## config.mk

```make
export PLATFORM = sky130hd
export DESIGN_NAME = serial_frame_receiver_crc4_flat
export DESIGN_NICKNAME = d
export VERILOG_FILES = /design/src/sv/sfr_pkg.sv /design/src/sv/sfr_bit_if.sv /design/src/sv/sfr_res_if.sv /design/src/sv/sfr_apb_regs.sv /design/src/sv/sfr_core.sv /design/src/sv/serial_frame_receiver_crc4.sv /design/src/flat_wrapper.sv
export SDC_FILE = /design/constraint.sdc
export NUM_CORES = 1
export LEC_CHECK = 0
export BUFFER_PORTS_ARGS = -buffer_cell sky130_fd_sc_hd__buf_2
export CORE_MARGIN = 3
export CORE_UTILIZATION = 47
export DETAILED_ROUTE_END_ITERATION = 7
export GPL_TIMING_DRIVEN = 0
export PLACE_DENSITY = 0.81
export SKIP_CTS_REPAIR_TIMING = 1
export SKIP_LAST_GASP = 1
export SYNTH_ARGS = -nofsm -noshare
export SYNTH_HDL_FRONTEND = slang
export SYNTH_HIERARCHICAL = 1
export SYNTH_SLANG_ARGS = --single-unit
```

## constraint.sdc

```tcl
create_clock -name clk -period 1.95 [get_ports clk]
set_clock_uncertainty 0.15 [all_clocks]
set_input_delay 0.2925 -clock clk [delete_from_list [all_inputs] [get_ports clk]]
set_output_delay 0.2925 -clock clk [all_outputs]
set_load 0.05 [all_outputs]
```

## src/sv/sfr_pkg.sv

```systemverilog
`default_nettype none
package sfr_pkg;

  // Phase codes
  localparam logic [1:0] PHASE_HUNT = 2'd0;
  localparam logic [1:0] PHASE_ADDR = 2'd1;
  localparam logic [1:0] PHASE_DATA = 2'd2;

  // Event codes
  localparam logic [1:0] EV_NONE     = 2'd0;
  localparam logic [1:0] EV_ACCEPTED = 2'd1;
  localparam logic [1:0] EV_ADDR_REJ = 2'd2;
  localparam logic [1:0] EV_CRC_FAIL = 2'd3;

  // Register indexes and reset values
  localparam logic REG_OWN_ADDR   = 1'b0;
  localparam logic REG_GROUP_ADDR = 1'b1;
  localparam logic [7:0] OWN_ADDR_RESET   = 8'hA1;
  localparam logic [7:0] GROUP_ADDR_RESET = 8'hAF;
  localparam logic [7:0] BROADCAST_ADDR   = 8'hFF;

  localparam logic [3:0] ADDR_BITS = 4'd8;
  localparam logic [3:0] DATA_BITS = 4'd12;
  localparam logic [2:0] HUNT_LAST = 3'd7;

  localparam int PADDR_W = 3;

  typedef struct packed {
    logic [7:0] own_address;
    logic [7:0] group_address;
  } cfg_t;

  typedef struct packed {
    logic [1:0] event_res;
    logic [7:0] payload;
    logic [1:0] phase;
  } res_t;

  // Preamble matcher for 1000100, overlap aware.
  function automatic logic [2:0] hunt_next(input logic [2:0] st, input logic b);
    logic [2:0] nx;
    begin
      nx = 3'd0;
      unique case (st)
        3'd0: nx = b ? 3'd1 : 3'd0;
        3'd1: nx = b ? 3'd1 : 3'd2;
        3'd2: nx = b ? 3'd1 : 3'd3;
        3'd3: nx = b ? 3'd1 : 3'd4;
        3'd4: nx = b ? 3'd5 : 3'd0;
        3'd5: nx = b ? 3'd1 : 3'd6;
        3'd6: nx = b ? 3'd1 : 3'd7;
        3'd7: nx = b ? 3'd1 : 3'd4;
        default: nx = 3'd0;
      endcase
      return nx;
    end
  endfunction

endpackage
`default_nettype wire

```

## src/sv/sfr_bit_if.sv

```systemverilog
`default_nettype none
interface sfr_bit_if;
  logic valid;
  logic ready;
  logic line_bit;

  modport source (output valid, output line_bit, input ready);
  modport sink (input valid, input line_bit, output ready);
endinterface
`default_nettype wire

```

## src/sv/sfr_res_if.sv

```systemverilog
`default_nettype none
interface sfr_res_if;
  logic       valid;
  logic       ready;
  logic [1:0] event_res;
  logic [7:0] payload;
  logic [1:0] phase;

  modport source (output valid, output event_res, output payload, output phase,
                  input ready);
  modport sink (input valid, input event_res, input payload, input phase,
                output ready);
endinterface
`default_nettype wire

```

## src/sv/sfr_apb_regs.sv

```systemverilog
`default_nettype none
module sfr_apb_regs
  import sfr_pkg::*;
(
  input  wire logic               clk,
  input  wire logic               rst,
  input  wire logic               psel,
  input  wire logic               penable,
  input  wire logic               pwrite,
  input  wire logic [PADDR_W-1:0] paddr,
  input  wire logic [31:0]        pwdata,
  output logic      [31:0]        prdata,
  output logic                    pready,
  output cfg_t                    cfg
);

  logic wr_en;

  assign pready = 1'b1;
  assign wr_en  = psel && penable && pwrite && pready;

  // Register writes; word index is address bit 2.
  always_ff @(posedge clk) begin
    if (rst) begin
      cfg.own_address   <= OWN_ADDR_RESET;
      cfg.group_address <= GROUP_ADDR_RESET;
    end else if (wr_en) begin
      unique case (paddr[2])
        REG_OWN_ADDR:   cfg.own_address   <= pwdata[7:0];
        REG_GROUP_ADDR: cfg.group_address <= pwdata[7:0];
        default: ;
      endcase
    end
  end

  // Read mux.
  always_comb begin
    unique case (paddr[2])
      REG_OWN_ADDR:   prdata = {24'd0, cfg.own_address};
      REG_GROUP_ADDR: prdata = {24'd0, cfg.group_address};
      default:        prdata = 32'd0;
    endcase
  end

endmodule
`default_nettype wire

```

## src/sv/sfr_core.sv

```systemverilog
`default_nettype none
module sfr_core
  import sfr_pkg::*;
(
  input  wire logic clk,
  input  wire logic rst,
  input  wire logic step_en,
  input  wire logic line_bit,
  input  wire cfg_t cfg,
  output res_t      result
);

  logic [2:0]  hunt_state, hunt_state_next;
  logic [1:0]  phase_reg, phase_reg_next;
  logic [11:0] shift_bits, shift_bits_next;
  logic [3:0]  bit_count, bit_count_next;
  logic [3:0]  crc_bits, crc_bits_next;

  logic [7:0]  addr_sh;
  logic [11:0] data_sh;
  logic [3:0]  cnt_inc;
  logic [3:0]  crc_new;
  logic        fb;
  logic        addr_hit;

  assign addr_sh  = {shift_bits[6:0], line_bit};
  assign data_sh  = {shift_bits[10:0], line_bit};
  assign cnt_inc  = bit_count + 4'd1;
  assign fb       = crc_bits[3] ^ line_bit;
  assign crc_new  = {crc_bits[2:0], 1'b0} ^ {2'b00, fb, fb};
  assign addr_hit = (addr_sh == cfg.own_address) || (addr_sh == cfg.group_address) ||
                    (addr_sh == BROADCAST_ADDR);

  // One step of the deframer for the current bit.
  always_comb begin
    hunt_state_next = hunt_state;
    phase_reg_next  = phase_reg;
    shift_bits_next = shift_bits;
    bit_count_next  = bit_count;
    crc_bits_next   = crc_bits;
    result.event_res = EV_NONE;
    result.payload   = 8'd0;

    case (phase_reg)
      PHASE_ADDR: begin
        if (bit_count >= ADDR_BITS) begin
          // Mismatched address: this bit rejects the frame.
          result.event_res = EV_ADDR_REJ;
          hunt_state_next  = 3'd0;
          phase_reg_next   = PHASE_HUNT;
          shift_bits_next  = 12'd0;
          bit_count_next   = 4'd0;
          crc_bits_next    = 4'd0;
        end else if (cnt_inc == ADDR_BITS && addr_hit) begin
          phase_reg_next  = PHASE_DATA;
          shift_bits_next = 12'd0;
          bit_count_next  = 4'd0;
          crc_bits_next   = 4'd0;
        end else begin
          shift_bits_next = {4'd0, addr_sh};
          bit_count_next  = cnt_inc;
        end
      end
      PHASE_DATA: begin
        if (cnt_inc >= DATA_BITS) begin
          if (crc_new == 4'd0) begin
            result.event_res = EV_ACCEPTED;
            result.payload   = data_sh[11:4];
          end else begin
            result.event_res = EV_CRC_FAIL;
          end
          hunt_state_next = 3'd0;
          phase_reg_next  = PHASE_HUNT;
          shift_bits_next = 12'd0;
          bit_count_next  = 4'd0;
          crc_bits_next   = 4'd0;
        end else begin
          shift_bits_next = data_sh;
          crc_bits_next   = crc_new;
          bit_count_next  = cnt_inc;
        end
      end
      default: begin
        // Preamble hunt; the unused phase code behaves the same.
        if (hunt_state == HUNT_LAST) begin
          hunt_state_next = 3'd0;
          phase_reg_next  = PHASE_ADDR;
          shift_bits_next = 12'd0;
          bit_count_next  = 4'd0;
          crc_bits_next   = 4'd0;
        end else begin
          hunt_state_next = hunt_next(hunt_state, line_bit);
          phase_reg_next  = PHASE_HUNT;
        end
      end
    endcase

    result.phase = phase_reg_next;
  end

  // State registers advance once per consumed item.
  always_ff @(posedge clk) begin
    if (rst) begin
      hunt_state <= 3'd0;
      phase_reg  <= PHASE_HUNT;
      shift_bits <= 12'd0;
      bit_count  <= 4'd0;
      crc_bits   <= 4'd0;
    end else if (step_en) begin
      hunt_state <= hunt_state_next;
      phase_reg  <= phase_reg_next;
      shift_bits <= shift_bits_next;
      bit_count  <= bit_count_next;
      crc_bits   <= crc_bits_next;
    end
  end

endmodule
`default_nettype wire

```

## src/sv/serial_frame_receiver_crc4.sv

```systemverilog
// Bit-serial frame receiver. Each input item is one line bit; each accepted bit
// yields exactly one result item carrying the event code, the payload of an
// accepted frame and the phase after that bit. The block hunts for the
// preamble 1000100 plus one more bit, checks an eight-bit address against the
// unicast, group and broadcast values, and then checks twelve data bits with a
// CRC-4 (x^4+x+1). Throughput is one bit per clock cycle, sustained while the
// result side keeps taking items; the bit passes an input register and then
// the combinational step logic into the result register, from which the
// result is presented. Addresses are written through the APB port at byte
// offsets 0x0 and 0x4; the user must write them only while the block is
// idle, which the block itself does not enforce.
`default_nettype none
module serial_frame_receiver_crc4
  import sfr_pkg::*;
(
  input  wire logic               clk,
  input  wire logic               rst,
  sfr_bit_if.sink                 rx,
  sfr_res_if.source               res,
  input  wire logic               psel,
  input  wire logic               penable,
  input  wire logic               pwrite,
  input  wire logic [PADDR_W-1:0] paddr,
  input  wire logic [31:0]        pwdata,
  output logic      [31:0]        prdata,
  output logic                    pready
);

  cfg_t cfg;
  res_t step_res;
  res_t out_res;
  logic in_valid;
  logic in_bit;
  logic out_valid;
  logic advance;

  sfr_apb_regs u_regs (
    .clk     (clk),
    .rst     (rst),
    .psel    (psel),
    .penable (penable),
    .pwrite  (pwrite),
    .paddr   (paddr),
    .pwdata  (pwdata),
    .prdata  (prdata),
    .pready  (pready),
    .cfg     (cfg)
  );

  // The held bit moves on when the result register is free or being emptied.
  assign advance  = in_valid && (!out_valid || res.ready);
  assign rx.ready = !in_valid || advance;

  sfr_core u_core (
    .clk      (clk),
    .rst      (rst),
    .step_en  (advance),
    .line_bit (in_bit),
    .cfg      (cfg),
    .result   (step_res)
  );

  // Input register.
  always_ff @(posedge clk) begin
    if (rst) begin
      in_valid <= 1'b0;
    end else if (rx.ready) begin
      in_valid <= rx.valid;
    end
  end

  always_ff @(posedge clk) begin
    if (rx.ready && rx.valid) begin
      in_bit <= rx.line_bit;
    end
  end

  // Result register.
  always_ff @(posedge clk) begin
    if (rst) begin
      out_valid <= 1'b0;
    end else if (advance) begin
      out_valid <= 1'b1;
    end else if (res.ready) begin
      out_valid <= 1'b0;
    end
  end

  always_ff @(posedge clk) begin
    if (advance) begin
      out_res <= step_res;
    end
  end

  assign res.valid     = out_valid;
  assign res.event_res = out_res.event_res;
  assign res.payload   = out_res.payload;
  assign res.phase     = out_res.phase;

  // Every finished frame event sends the receiver back to preamble hunt.
  a_event_to_hunt: assert property (@(posedge clk) disable iff (rst)
    (res.valid && res.event_res != EV_NONE) |-> (res.phase == PHASE_HUNT))
    else $error("frame event without return to hunt");

  // Payload is only carried by an accepted frame.
  a_payload_zero: assert property (@(posedge clk) disable iff (rst)
    (res.valid && res.event_res != EV_ACCEPTED) |-> (res.payload == 8'd0))
    else $error("payload on a non-accepted result");

  // The unused phase code never appears.
  a_phase_range: assert property (@(posedge clk) disable iff (rst)
    res.valid |-> (res.phase != 2'd3))
    else $error("invalid phase code");

  // A result is produced only when a held bit was consumed.
  a_out_source: assert property (@(posedge clk) disable iff (rst)
    ($rose(out_valid)) |-> $past(in_valid))
    else $error("result without a consumed bit");

endmodule
`default_nettype wire
```

## src/flat_wrapper.sv

```systemverilog
// flat-port wrapper written by rule: the top's interface ports become plain ports
module serial_frame_receiver_crc4_flat import sfr_pkg::*;
  (clk, rst, psel, penable, pwrite, paddr, pwdata, prdata, pready, rx_valid, rx_line_bit, rx_ready, res_valid, res_event_res, res_payload, res_phase, res_ready);
  sfr_bit_if rx_i ();
  sfr_res_if res_i ();
  input  wire logic clk;
  input  wire logic rst;
  input  wire logic psel;
  input  wire logic penable;
  input  wire logic pwrite;
  input  wire logic [PADDR_W-1:0] paddr;
  input  wire logic [31:0] pwdata;
  output logic      [31:0] prdata;
  output logic pready;
  input wire logic [$bits(rx_i.valid)-1:0] rx_valid;
  input wire logic [$bits(rx_i.line_bit)-1:0] rx_line_bit;
  output wire logic [$bits(rx_i.ready)-1:0] rx_ready;
  output wire logic [$bits(res_i.valid)-1:0] res_valid;
  output wire logic [$bits(res_i.event_res)-1:0] res_event_res;
  output wire logic [$bits(res_i.payload)-1:0] res_payload;
  output wire logic [$bits(res_i.phase)-1:0] res_phase;
  input wire logic [$bits(res_i.ready)-1:0] res_ready;
  assign rx_i.valid = rx_valid;
  assign rx_i.line_bit = rx_line_bit;
  assign rx_ready = rx_i.ready;
  assign res_valid = res_i.valid;
  assign res_event_res = res_i.event_res;
  assign res_payload = res_i.payload;
  assign res_phase = res_i.phase;
  assign res_i.ready = res_ready;
  serial_frame_receiver_crc4 u_core (.clk(clk), .rst(rst), .rx(rx_i), .res(res_i), .psel(psel), .penable(penable), .pwrite(pwrite), .paddr(paddr), .pwdata(pwdata), .prdata(prdata), .pready(pready));
endmodule
```

Word-level counts from Yosys, hierarchy flattened
Index checks and enable logic that the tools add are counted.

storage, ports and cells
  output and inout bits = 47
  bits of input ports = 43
  word-level logic and storage cells = 95
  register bits after elaboration = 55

cells by class
  mux-type cells = 39
  reductions and logical operators = 21
  bitwise operators = 3
  eq/ne operators = 16
  magnitude comparators = 2
  $add $sub $neg = 1

operators with widths
  cell                                                                   count
  32-bit case mux with 2 select lines                                    1
  4-bit 2-to-1 mux                                                       7
  8-bit 2-to-1 mux                                                       3
  11-bit 2-to-1 mux                                                      2
  11-bit case mux with 2 select lines                                    1
  3-bit 2-to-1 mux                                                       7
  3-bit case mux with 7 select lines                                     1
  8-bit equality test                                                    2
  4-bit case mux with 2 select lines                                     2
  2-bit 2-to-1 mux                                                       7
  3-bit equality test, second input constant                             4
  10-bit 2-to-1 mux                                                      1
  3-bit AND reduction                                                    3
  8-bit equality test, second input constant                             1
  4-bit >= comparator, second input constant                             2
  2-bit case mux with 2 select lines                                     2
  3-bit by 2-bit equality test with 1-bit output, second input constant  2
  3-bit case mux with 2 select lines                                     1
  2-bit AND reduction                                                    3
  1-bit logical AND                                                      5
  4-bit by 1-bit adder with 4-bit output, second input constant          1
  4-bit equality test, second input constant                             1
  4-bit logical NOT                                                      1
  1-bit logical OR                                                       4
  13 further kinds                                                       18

Depth between registers and ports, before layout
  depth in word-level cells = 7
  depth in mapped cells = 8

Modules after synthesis
Netlist, hierarchy kept.

modules (own cells, without submodules)
  module                      seq. area each (µm²)  cells an instance  area each (µm²)  instances
  sfr_core                    480.5                 217                1,724.2          1
  sfr_apb_regs                320.3                 103                978.4            1
  serial_frame_receiver_crc4  430.4                 23                 494.2            1

Worst setup path after synthesis
No wires, ideal clock.

  path type = reg2reg
  start = register u_core.out_valid, in the netlist u_core/res.valid
  end = register u_core.u_core.crc_bits[0]
  slack = -0.300 ns
  stages on the path, launching flop included = 8
  data required time = 1.728 ns
  setup time = 0.072 ns
  data arrival time = 2.028 ns
  cells stage by stage = dfxtp_1 nand2b_1 and2_2 clkbuf_1 o31a_1 o21ai_0 a21oi_2 mux2i_1

between the ends
  word-level cells in the longest chain between the ends = 4

ends and longest elaborated chain
  what                           RTL line                          RTL
  from (decl)                    serial_frame_receiver_crc4.sv:34  logic out_valid;
  from (signal assigned)         serial_frame_receiver_crc4.sv:81  out_valid <= 1'b0;
  from (signal assigned)         serial_frame_receiver_crc4.sv:83  out_valid <= 1'b1;
  from (signal assigned)         serial_frame_receiver_crc4.sv:85  out_valid <= 1'b0;
  1-bit logical NOT              serial_frame_receiver_crc4.sv:51  assign advance = in_valid && (!out_valid || res.ready);
  1-bit logical OR               serial_frame_receiver_crc4.sv:51
  1-bit logical AND              serial_frame_receiver_crc4.sv:51
  net u_core.advance             serial_frame_receiver_crc4.sv:35  logic advance;
  3-bit AND reduction (no line)  --
  to (signal assigned)           sfr_core.sv:114                   crc_bits <= crc_bits_next;
  to (decl)                      sfr_core.sv:17                    logic [3:0] crc_bits, crc_bits_next;

The timed path passes the listed nets, and every way through them passes these cells.
A chain may end at the register's enable or synchronous reset.

Final worst setup path
  start = register u_core.in_bit
  end = register u_core.u_core.shift_bits[4]

between the ends
  word-level cells in the longest chain between the ends = 7
  elaborated cells between the ends (all ways) = 9
  classes of those cells = eq/ne (3); mux (3); reduce/logical (3)

ends and longest elaborated chain
  what                                     RTL line                          RTL
  from (decl)                              serial_frame_receiver_crc4.sv:33  logic in_bit;
  from (signal assigned)                   serial_frame_receiver_crc4.sv:74  in_bit <= rx.line_bit;
  8-bit equality test                      sfr_core.sv:31                    assign addr_hit = (addr_sh == cfg.own_address) || (addr_sh == cfg.group_address) ||
  1-bit logical OR                         sfr_core.sv:31
  1-bit logical OR (*)                     sfr_core.sv:31
  1-bit logical AND (*)                    sfr_core.sv:54                    end else if (cnt_inc == ADDR_BITS && addr_hit) begin
  8-bit 2-to-1 mux (*)                     sfr_core.sv:54
  8-bit 2-to-1 mux (*)                     sfr_core.sv:46                    if (bit_count >= ADDR_BITS) begin
  11-bit case mux with 2 select lines (*)  sfr_core.sv:44                    case (phase_reg)
  to (signal assigned)                     sfr_core.sv:112                   shift_bits <= shift_bits_next;
  to (decl)                                sfr_core.sv:15                    logic [11:0] shift_bits, shift_bits_next;

Every way passes the cells marked *; elsewhere a longest branch is shown, timed or not.

==> impl_results.md <==
- Buffer levels on the longest clock path: 2
- Vias in the first global route: 2,246
- Number of iterations in the first detailed-routing pass: 5
- Pin count of the biggest net entering global routing: 18
- Endpoints failing setup: 10
- Warning count from the yosys run: 6
- Final period util: 1.06
- Number of sinks driven by the clock tree: 55
- Kind of capture point of the worst setup path: flip-flop
- Number of filler instances in the final layout: 525
- Final max-slew violation count: 0
- List of cells traversed by the critical path: buf_6 > xor2_2 > nor4_4 > a21oi_2 > a211oi_2 > buf_6 > buf_12 > o31ai_1
- Antenna cell count: 0
- Synthesized cell area: 3200 sq um
- Final Instance Count excl. Fillers: 508
- Die height: 88.5 microns
- Post-detailed-route DRC marker count: 0
- Total placed instance area: 3580 sq um
- Post-DR vias/cell: 5.35
- Main synth FF type: sky130_fd_sc_hd__dfxtp_1
- DIE AREA: 7830 sq um
- Effective utilization at floorplan: 0.495
- Critical Path Max Stage Delay: 0.43 ns
- Overall overflow remaining after global route: 0
- Post-detail-place hpwl: 4.83 mm
- Global routing usage summed across all routing layers: 0.167
- Row Count: 29
- Max stage delay cell, worst path: sky130_fd_sc_hd__edfxtp_1
- Worst slew margin relative to its limit: 0.549
- Max capacitance violation total: 0
- Post-Syn Area per Cell: 9.32 sq um
- Syn-to-layout area delta: 25.9%
- H-tree lvl count: 2
- Path type of the worst min-delay path: in -> reg
- Distinct cells, synth: 58
- Sequential-to-total area share from yosys stat: 0.385
- Violated checks: setup timing
- Buffers added on ports: 38
- Element type at the critical path start: flip-flop
- Register name with the most flops: u_core/u_regs/cfg
- Critical path arrival: 2.11 ns
- IO Count: 90
- Worst setup path category: reg -> reg
- Share of flip-flops with an asynchronous set or reset: 0
- Final WS setup: -0.118 ns
- Clock insertion delay at the later pin of the skew report: 0.32 ns
- Total routed wirelength: 7.23 mm
- Net count of the finished layout: 478
- Width of the die: 88.5 microns
- Synth Register Bits: 55
- Clock tree root buffer cell: sky130_fd_sc_hd__clkbuf_8
- Run status: finished with violations
- ANT nets after route: 0
- Critical path's most frequent cell: sky130_fd_sc_hd__buf_6
- Final hold violation count: 0
- Core area: 6460 sq um
- Number of standard cells after synthesis: 343
- Dpl cells: 481
- Routed length per instance: 14.2 microns
- Fraction of final layout cells sized beyond drive strength 1: 0.369
- IR drop worst, VDD: 0.445 mV
- Number of flops mapped to enable cells by yosys: 13
- Initial drt markers: 174
- TritonCTS Buffers: 5
- Transition time at the pin with the least slew margin: 0.676 ns
- RD Place Congestion: 0.857
- PD cells: 556 nW/um^2
- Initial antenna violation count: 0
- Biggest fanout along the worst timing path: 9
- Clock-pin slew reported for the worst setup and hold paths after clock tree synthesis: 0.10 ns
- Setup repair after global routing missed its margin: true
- Data required time of the critical path: 1.99 ns
- CTS tree: yes
- Maximum achievable frequency: 484 MHz
- Layout Cell Area excl Fill: 4030 sq um
- Time the worst path needs with I/O delays and setup: 2.07 ns
- Largest register FFs: 16
- Static Leak: 1.59 nW
- First-pass GRT wire length: 10.3 mm
- Number of vias in the routed layout: 2,717
==> cells in the mapped netlist (all sizes together), types with 2 or more instances <==
cell type / n / area, sq um
mux2: 8 / 90.1
a31oi: 3 / 18.8
nor2: 23 / 88.8
a21o: 2 / 15.0
a21boi: 2 / 18.8
a211oi: 2 / 20.0
nand4: 9 / 56.3
o41ai: 3 / 26.3
xnor2: 2 / 17.5
nand3: 4 / 25.0
xor2: 16 / 140
nand2: 31 / 116
or2: 2 / 12.5
nor2b: 3 / 18.8
nand4b: 2 / 17.5
inv: 11 / 41.3
conb: 2 / 7.51
ha: 5 / 62.6
buf: 33 / 258
o31a: 2 / 17.5
nor3: 4 / 20.0
clkbuf: 7 / 26.3
dfxtp: 42 / 841
nand3b: 3 / 35.0
a21oi: 20 / 123
edfxtp: 13 / 390
o21ai: 6 / 30.0
o31ai: 11 / 82.6
nand2b: 22 / 138
nor4: 6 / 62.6
mux2i: 20 / 200
and2: 12 / 78.8
==> placed cells by master (no fill, tap or decap), drive strengths merged, types with 3 or more instances in the layout <==
cell     n
nor3     4
clkbuf  12
dfxtp   42
nand4    9
ha       5
o21ai    6
conb    25
nor2    24
nor2b    3
nand2   31
o41ai    3
nand2b  22
mux2i   20
and2    12
a21oi   20
nand3b   3
nand3    4
edfxtp  13
nor4     6
mux2     8
xor2    16
buf     88
o31ai   11
a31oi    3
inv     12
==> power breakdown <==
group          switching [W]  internal [W]  leakage [nW]
combinational       0.000276      0.000125          1.09
sequential         0.0000151       0.00119         0.461
clock               0.000383      0.000252        0.0445
==> cell type report <==
| cell class | instances | area [sq um] | share of cell area |
|---|---|---|---|
| Sequential cell | 55 | 1240 | 0.309 |
| Multi-Input combinational cell | 260 | 1910 | 0.475 |
| Clock buffer | 5 | 68.8 | 0.0171 |
| Clock inverter | 3 | 18.8 | 0.00466 |
| Timing Repair Buffer | 56 | 340 | 0.0845 |
| Inverter | 12 | 45.0 | 0.0112 |
| Buffer | 40 | 300 | 0.0746 |
| Tap cell | 77 | 96.3 | 0.0239 |
==> through the flow <==
| stage | setup WS (ns) | TNS (ns) | hold slack (ns) | util | total power, W |
|---|---|---|---|---|---|
| 2_1_floorplan | 0.00426 | 0 | 0.204 | - | 0.00154 |
| 3_3_place_gp | -0.322 | -4.08 | 0.285 | 0.554 | 0.00160 |
| 3_5_place_dp | -0.409 | -5.96 | 0.304 | 0.554 | 0.00160 |
| 4_1_cts | -0.457 | -6.67 | -0.00643 | 0.567 | 0.00222 |
| 5_1_grt | -0.170 | -2.09 | 0.0145 | 0.623 | 0.00232 |
| 6_report | -0.118 | -0.948 | 0.0294 | 0.623 | 0.00224 |
==> routing by layer <==
| metal | vias up | GRT usage | routed length [microns] |
|---|---|---|---|
| met5 | - | 0 | 0 |
| met4 | 0 | 0.0481 | 151 |
| met3 | 14 | 0.0419 | 430 |
| met2 | 130 | 0.266 | 3530 |
| met1 | 1250 | 0.225 | 3120 |
| li1 | 1323 | - | - |
==> kinds of logic after synthesis <==
kind of cell               synth area share
and+or+nand+nor                       0.224
AOI/OAI and AO/OA                     0.126
DFF                                   0.385
buffers and inverters                 0.103
muxes                                0.0908
xor gates and xnor gates             0.0493
adders and majority gates            0.0196
other                               0.00235
==> worst paths after layout <==
check / start / cells past startpoint / slack [ns] / to
max: u_core/in_bit / 8 / -0.12 / u_core/u_core/shift_bits[4]
min: rst / 2 / 0.03 / u_core/in_valid
max reg2reg: u_core/in_bit / 8 / -0.12 / u_core/u_core/shift_bits[4]
min reg2reg: u_core/u_core/shift_bits[10] / 2 / 0.32 / u_core/u_core/shift_bits[10]
==> worst max-delay path, delay by kind of cell, from the launching register on <==
kind	cells	cell delay, ns
DFF	1	0.43
AOI/OAI and AO/OA	3	0.47
and+or+nand+nor	1	0.31
xor gates and xnor gates	1	0.17
buffers and inverters	3	0.42
Power figures use the tool's default switching activity.
